### src/design/assert_macros.svh
// Assertion macros shared by the Simon 32/64 RTL.
// No dependencies; expects clk and arst_n in the scope of use.
`ifndef ASSERT_MACROS_SVH
`define ASSERT_MACROS_SVH

// Same-cycle implication, off while in reset
`define ASSERT_IMPL(lbl, ante, cons, msg) \
	lbl: assert property (@(posedge clk) disable iff (!arst_n) (ante) |-> (cons)) \
		else $error(msg);

// Next-cycle implication, off while in reset
`define ASSERT_NEXT(lbl, ante, cons, msg) \
	lbl: assert property (@(posedge clk) disable iff (!arst_n) (ante) |=> (cons)) \
		else $error(msg);

`endif

### src/design/simon_pkg.sv
// Types and constants for the Simon 32/64 bit-serial encryptor.
// No dependencies.
package simon_pkg;

	localparam int WORD_W  = 16;
	localparam int NROUNDS = 32;
	localparam int ZLEN    = 62;
	localparam int BIT_W   = $clog2(WORD_W);
	localparam int RND_W   = $clog2(NROUNDS);
	localparam int ZIDX_W  = $clog2(ZLEN);

	localparam logic [WORD_W-1:0] ROUND_CONST = 16'hFFFC;
	// z0 sequence, leftmost digit (bit ZLEN-1) used first
	localparam logic [ZLEN-1:0]   ZSEQ        = 62'h3E8958737D12B0E6;

	typedef enum logic [1:0] {
		REG_KEY_WORD0 = 2'd0,
		REG_KEY_WORD1 = 2'd1,
		REG_KEY_WORD2 = 2'd2,
		REG_KEY_WORD3 = 2'd3
	} cfg_reg_t;

	typedef struct packed {
		logic [WORD_W-1:0] plain_left;
		logic [WORD_W-1:0] plain_right;
	} plain_t;

	typedef struct packed {
		logic [WORD_W-1:0] cipher_left;
		logic [WORD_W-1:0] cipher_right;
	} cipher_t;

	// control from the round sequencer to the key schedule
	typedef struct packed {
		logic load;   // take key words into the shift registers
		logic step;   // shift one bit
		logic last;   // last bit of the round: rotate word roles
		logic cbit;   // constant and z digit for this bit position
	} ks_ctrl_t;

	typedef enum logic {
		ST_IDLE,
		ST_RUN
	} state_t;

endpackage

### src/design/simon_keysched.sv
// Bit-serial Simon 32/64 key schedule: four 16-bit shift registers.
// Depends on simon_pkg.
module simon_keysched (
	input  logic                                  clk,
	input  logic [3:0][simon_pkg::WORD_W-1:0]     key_word,
	input  simon_pkg::ks_ctrl_t                   ctrl,
	output logic                                  kbit
);

	// k0_q holds the key of the current round, k1_q..k3_q the next three. When
	// stepped, all rotate right one bit a cycle; k0_q takes in the key four rounds on.
	logic [simon_pkg::WORD_W-1:0] k0_q, k1_q, k2_q, k3_q;
	logic                         nbit;

	// bit j of k[i+4]: k[i] ^ t ^ (t >>> 1) ^ const ^ z, t = (k[i+3] >>> 3) ^ k[i+1]
	assign nbit = k0_q[0] ^ k3_q[3] ^ k3_q[4] ^ k1_q[0] ^ k1_q[1] ^ ctrl.cbit;
	assign kbit = k0_q[0];

	always_ff @(posedge clk) begin
		if (ctrl.load) begin
			k0_q <= key_word[0];
			k1_q <= key_word[1];
			k2_q <= key_word[2];
			k3_q <= key_word[3];
		end else if (ctrl.step) begin
			if (ctrl.last) begin
				k0_q <= {k1_q[0], k1_q[simon_pkg::WORD_W-1:1]};
				k1_q <= {k2_q[0], k2_q[simon_pkg::WORD_W-1:1]};
				k2_q <= {k3_q[0], k3_q[simon_pkg::WORD_W-1:1]};
				k3_q <= {nbit, k0_q[simon_pkg::WORD_W-1:1]};
			end else begin
				k0_q <= {nbit, k0_q[simon_pkg::WORD_W-1:1]};
				k1_q <= {k1_q[0], k1_q[simon_pkg::WORD_W-1:1]};
				k2_q <= {k2_q[0], k2_q[simon_pkg::WORD_W-1:1]};
				k3_q <= {k3_q[0], k3_q[simon_pkg::WORD_W-1:1]};
			end
		end
	end

endmodule

### src/design/simon32_64_block_encrypt.sv
// Simon 32/64 block encryptor, bit-serial round datapath and FSM.
// Depends on simon_pkg, simon_keysched and assert_macros.svh.

// A block is taken when start is high and busy is low, and encryption runs
// one bit of one round per cycle through the 16-bit shift registers of the
// Feistel halves and the key schedule, over 32 rounds, up to the edge that
// loads the result. done then pulses high for a single cycle, with the
// ciphertext on result; it must be taken then, as the next accepted block
// overwrites it. busy is already low in that cycle, so the next block may be
// started there. Key words are written through wr_en/wr_index/wr_data; the
// user must write them only while busy is low, as the block does not enforce it.
`include "assert_macros.svh"

module simon32_64_block_encrypt (
	input  logic                          clk,
	input  logic                          arst_n,
	input  logic                          start,
	output logic                          busy,
	input  simon_pkg::plain_t             plain,
	output logic                          done,
	output simon_pkg::cipher_t            result,
	input  logic                          wr_en,
	input  simon_pkg::cfg_reg_t           wr_index,
	input  logic [simon_pkg::WORD_W-1:0]  wr_data
);

	localparam logic [simon_pkg::BIT_W-1:0] LAST_BIT = simon_pkg::BIT_W'(simon_pkg::WORD_W - 1);
	localparam logic [simon_pkg::RND_W-1:0] LAST_RND = simon_pkg::RND_W'(simon_pkg::NROUNDS - 1);

	simon_pkg::state_t state_q, state_d;
	logic [3:0][simon_pkg::WORD_W-1:0] key_q;
	logic [simon_pkg::WORD_W-1:0]      x_q, y_q;
	logic [simon_pkg::BIT_W-1:0]       bit_q;
	logic [simon_pkg::RND_W-1:0]       rnd_q;
	logic                              done_q;
	logic                              accept, step, last_bit, last_step;
	logic                              kbit, nbit, zbit;
	logic [simon_pkg::ZIDX_W-1:0]      z_idx;
	simon_pkg::ks_ctrl_t               ks_ctrl;

	// key registers
	always_ff @(posedge clk or negedge arst_n) begin
		if (!arst_n) begin
			key_q <= '0;
		end else if (wr_en) begin
			unique case (wr_index)
				simon_pkg::REG_KEY_WORD0: key_q[0] <= wr_data;
				simon_pkg::REG_KEY_WORD1: key_q[1] <= wr_data;
				simon_pkg::REG_KEY_WORD2: key_q[2] <= wr_data;
				simon_pkg::REG_KEY_WORD3: key_q[3] <= wr_data;
				default: ;
			endcase
		end
	end

	always_ff @(posedge clk or negedge arst_n) begin
		if (!arst_n) begin
			state_q <= simon_pkg::ST_IDLE;
		end else begin
			state_q <= state_d;
		end
	end

	always_comb begin
		state_d = state_q;
		busy    = 1'b0;
		step    = 1'b0;
		unique case (state_q)
			simon_pkg::ST_IDLE: begin
				if (start) begin
					state_d = simon_pkg::ST_RUN;
				end
			end
			simon_pkg::ST_RUN: begin
				busy = 1'b1;
				step = 1'b1;
				if (bit_q == LAST_BIT && rnd_q == LAST_RND) begin
					state_d = simon_pkg::ST_IDLE;
				end
			end
			default: state_d = simon_pkg::ST_IDLE;
		endcase
	end

	assign accept    = start && !busy;
	assign last_bit  = bit_q == LAST_BIT;
	assign last_step = step && last_bit && rnd_q == LAST_RND;

	always_ff @(posedge clk or negedge arst_n) begin
		if (!arst_n) begin
			bit_q  <= '0;
			rnd_q  <= '0;
			done_q <= 1'b0;
		end else begin
			done_q <= last_step;
			if (accept) begin
				bit_q <= '0;
				rnd_q <= '0;
			end else if (step) begin
				bit_q <= bit_q + simon_pkg::BIT_W'(1);
				if (last_bit) begin
					rnd_q <= rnd_q + simon_pkg::RND_W'(1);
				end
			end
		end
	end

	// z digit for the key four rounds on; only enters at bit 0
	assign z_idx = simon_pkg::ZIDX_W'(simon_pkg::ZLEN - 1)
		- simon_pkg::ZIDX_W'(rnd_q);
	assign zbit  = simon_pkg::ZSEQ[z_idx];

	assign ks_ctrl.load = accept;
	assign ks_ctrl.step = step;
	assign ks_ctrl.last = last_bit;
	assign ks_ctrl.cbit = simon_pkg::ROUND_CONST[bit_q] ^ (zbit & (bit_q == '0));

	simon_keysched u_keysched (
		.clk      (clk),
		.key_word (key_q),
		.ctrl     (ks_ctrl),
		.kbit     (kbit)
	);

	// Stepping rotates x_q right once a cycle, so bit j-1 sits at the top, j-2 and
	// j-8 at 14 and 8. The new left bit goes into y_q; halves swap at round end.
	assign nbit = y_q[0] ^ (x_q[15] & x_q[8]) ^ x_q[14] ^ kbit;

	always_ff @(posedge clk) begin
		if (accept) begin
			x_q <= plain.plain_left;
			y_q <= plain.plain_right;
		end else if (step) begin
			if (last_bit) begin
				x_q <= {nbit, y_q[simon_pkg::WORD_W-1:1]};
				y_q <= {x_q[0], x_q[simon_pkg::WORD_W-1:1]};
			end else begin
				x_q <= {x_q[0], x_q[simon_pkg::WORD_W-1:1]};
				y_q <= {nbit, y_q[simon_pkg::WORD_W-1:1]};
			end
		end
	end

	assign done                = done_q;
	assign result.cipher_left  = x_q;
	assign result.cipher_right = y_q;

	`ASSERT_NEXT(a_start_runs, start && !busy, busy && bit_q == '0 && rnd_q == '0,
		"accepted block did not start at round zero")
	`ASSERT_NEXT(a_done_after_last, busy && bit_q == LAST_BIT && rnd_q == LAST_RND,
		done && !busy, "no done beat after the last round")
	`ASSERT_IMPL(a_done_idle, done, !busy && !$past(done), "done while running or held")
	`ASSERT_NEXT(a_round_holds, busy && bit_q != LAST_BIT, busy && $stable(rnd_q),
		"round count moved mid-round")

endmodule
### config.mk
export PLATFORM = sky130hd
export DESIGN_NAME = simon32_64_block_encrypt
export DESIGN_NICKNAME = d
export VERILOG_FILES = /design/src/design/simon_pkg.sv /design/src/design/simon_keysched.sv /design/src/design/simon32_64_block_encrypt.sv
export VERILOG_INCLUDE_DIRS = /design/src /design/src/design
export SDC_FILE = /design/constraint.sdc
export NUM_CORES = 1
export LEC_CHECK = 0
export BUFFER_PORTS_ARGS = -buffer_cell sky130_fd_sc_hd__buf_2
export CAP_MARGIN = 25
export CORE_AREA = 2 2 140 142
export CTS_CLUSTER_SIZE = 40
export DETAILED_ROUTE_END_ITERATION = 8
export DIE_AREA = 0 0 142 144
export PLACE_DENSITY_LB_ADDON = 0.2
export SLEW_MARGIN = 10
export SYNTH_ARGS = -nofsm -noshare
export SYNTH_HDL_FRONTEND = slang
export SYNTH_HIERARCHICAL = 1
export SYNTH_SLANG_ARGS = --single-unit
### constraint.sdc
create_clock -name clk -period 2.7 [get_ports clk]
set_input_delay 0.27 -clock clk [delete_from_list [all_inputs] [get_ports clk]]
set_output_delay 0.27 -clock clk [all_outputs]
set_load 0.02 [all_outputs]
==> metrics <==
GR Overflow Total=0; worst min-delay path class=in -> reg; worst hold start=start; Seq pwr share=0.465; CP max FO=5; Synthesis Warnings=6; Final period util=1.06; DIE HEIGHT=144 um; Mean Syn Cell Area=12.6 um^2; Req. time, crit path=2.84 ns; worst-skew pair later-pin latency=0.42 ns; router iterations before antenna repair=4; sw frac=0.312; internal power=7060 uW; WL final=around 16000 um; die area=0.0204 mm^2; core area=approximately 0.019 mm^2; Residual DRC=0; Period minus WS final=2.85 ns; CP Launch Point=rnd_q[1]; layout cell share with drive strength beyond 1=0.294; fin worst setup slack=-0.151 ns; sequential share of the synthesized area=0.583; Top Ports=88; CP arrival=~3 ns; R2R Path Start=rnd_q[1]; max-slew violations=0; Max Freq=0.351 GHz; post-layout net count=803; Reg2Reg Setup Slack=-0.15 ns; failing checks=setup timing; Hold Path Depth=2; largest net degree at the start of global routing=a little under 200; Clk network pwr share=0.242; PortBufs=87; most frequent cells in the layout=106 x nand2_1, 99 x mux2i_1, 96 x edfxtp_1; routability cong.=0.782; Worst Setup End Kind=flop; initial antenna violation count=1; Root Driver=clkbuf_16; antenna-violating nets left=0; VDD IR max=501 uV; CP Launch Type=flop; HPWL Detailed=between 10000 and 15000 um; CTS clock-pin slew for the worst setup and hold paths=0.06 ns; Routed wire per std cell=between 15 and 20 um; number of synthesized flops with an enable pin=96; Post-synth top flop=edfxtp_1; CTS sink count=between 150 and 200; vias per cell=~5.2; final-report setup violation count=2; syn nets=slightly above 700; cell count after synthesis=647; largest stage delay on the critical path=0.48 ns; TNS Setup=-0.283 ns; Slew @ Worst Pin=0.848 ns; CP cell instances=buf_4, buf_4, ha_1, mux4_2, a41oi_2, a32oi_2, mux2i_1, xnor2_1, xnor3_1, mux2i_1, o21ai_1; deepest clock path buffer count=2; net switching power=3200 uW; CTS tree=yes; Fin Hold WS=0.0804 ns; FF-to-FF End=u_keysched/k3_q[15]; mapped cell area=0.00816 mm^2; H-tree lvl count=4; clk_skew=roughly 0.0095 ns; Async SR Flop Fraction=0.439; P&R area growth vs syn=17.7%; reg2reg path depth=11; DRT iter0 DRCs=256; hold endpoint=bit_q[1]; total routing usage reported by global routing=0.164; combinational share of power=0.293; Hold Vio Cnt, Final=0; CTS Buf Count=17; MaxCap Viol Count=0; number of global-route vias before repair=5102; RSZ-0062 raised after global routing=true; most common cell after layout, fill and taps aside=nand2_1; initial core utilization=0.428; Power Density=1070 mW/mm^2; die width=142 um; post-synthesis cell type count=39; std cell rows=51; vias=5135; CP max-delay cell=mux4_2; crit path kind=reg -> reg; max_slew headroom=0.435; status=complete, but fails checks; Leakage=roughly 0.0038 uW; first-pass GRT wire length=roughly 26000 um; Yosys reg bits=171
[final cells by class]
class | instances | area (um^2)
timing repair buffer | 111 | 678
fill | 1669 | 9480
multi-input combinational | 429 | 3220
sequential | 171 | 4760
antenna | 1 | 2.50
tap | 238 | 298
inverter | 8 | 32.5
clock inverter | 9 | 108
clock buffer | 23 | 500
[flip-flops by register name (all words and copies together) (netlist names)]
name and cells:
bit_q 4, u_keysched/k3_q 16, rnd_q 5, state_q 1, done 1, u_keysched/k2_q 16
x_q 16, y_q 16, u_keysched/k1_q 16, key_q 64, u_keysched/k0_q 16
[through the flow]
| step | area (um^2) | power [uW] | util | setup slack, ns | std cells |
|---|---|---|---|---|---|
| 2_1_floorplan | 8180 | 6800 | - | -0.110 | 647 |
| 3_3_place_gp | 8920 | 7620 | 0.468 | -0.141 | 954 |
| 3_5_place_dp | 8920 | 7790 | 0.468 | -0.232 | 954 |
| 4_1_cts | 9560 | 10300 | 0.501 | -0.162 | 987 |
| 5_1_grt | 9600 | 10900 | 0.503 | -0.270 | 989 |
| 6_report | 9600 | 10300 | 0.503 | -0.151 | 990 |
[power groups by stage]
| stage | combinational (uW) | clock (uW) | sequential (uW) |
|---|---|---|---|
| floorplan | 1870 | 0 | 4920 |
| detailed placement | 2980 | 0 | 4810 |
| CTS | 3020 | 2540 | 4770 |
| global route | 3340 | 2660 | 4900 |
| finish | 3010 | 2480 | 4770 |
| global placement | 2860 | 0 | 4750 |
[routing by layer]
layer	vias to the layer above	GRT usage	wire length, um
met5	-	0	0
met2	106	0.265	7530
met1	2488	0.216	7870
met3	18	0.0401	632
met4	0	0.0563	214
li1	2523	-	-
[worst max-delay path: cells and delay by family, from the launching register on]
family                   cells  cell delay (ns)
buffers and inverters        2             0.30
XOR/XNOR                     2             0.40
flip-flops                   1             0.45
adder cells (fa/ha/maj)      1             0.21
AO/OA/AOI/OAI                3             0.40
multiplexers                 3             0.83
[synth_stat cells, types with 2 or more instances]
master | number | area share
nand4_1 | 2 | 0.0015
buf_6 | 2 | 0.0028
nand3b_1 | 3 | 0.0028
dfrtp_1 | 75 | 0.23
edfxtp_1 | 96 | 0.35
buf_4 | 7 | 0.0064
nor3_1 | 2 | 0.0012
mux2i_1 | 99 | 0.12
o21ai_1 | 6 | 0.0037
nor2b_1 | 2 | 0.0015
a21oi_1 | 2 | 0.0012
o21ai_0 | 95 | 0.058
clkbuf_1 | 22 | 0.010
inv_1 | 7 | 0.0032
mux2_2 | 66 | 0.091
and3_1 | 2 | 0.0015
xnor2_1 | 7 | 0.0075
a22o_1 | 2 | 0.0021
nor2_1 | 2 | 0.00092
ha_1 | 11 | 0.017
nand3_1 | 8 | 0.0049
nand2_1 | 106 | 0.049
buf_2 | 7 | 0.0043
[worst max-delay path by stage]
stage	slack (ns)	to
final	-0.15	u_keysched/k3_q[15]
after global routing	-0.27	u_keysched/k3_q[15]
after CTS	-0.16	u_keysched/k3_q[15]
after detailed placement	-0.23	u_keysched/k3_q[15]
after global placement	-0.14	u_keysched/k3_q[15]
after floorplan	-0.11	u_keysched/k3_q[15]
[kinds of logic after synthesis]
group | count (synthesis) | synth area share
xor+xnor | 10 | 0.0156
compound gates | 111 | 0.0714
fa+ha+maj | 11 | 0.0169
simple gates | 129 | 0.0655
mux | 168 | 0.220
flops | 171 | 0.583
buf+inv | 47 | 0.0277
[timing repair]
item,in CTS,in global routing
setup endpoints to repair,2,2
resized for setup,3,2
pin swaps,3,2
hold buffers,0,1
endpoints found under the hold margin,0,23
setup buffers,1,0
cloned,0,0
No activity file was read; power rests on OpenSTA's default activity.
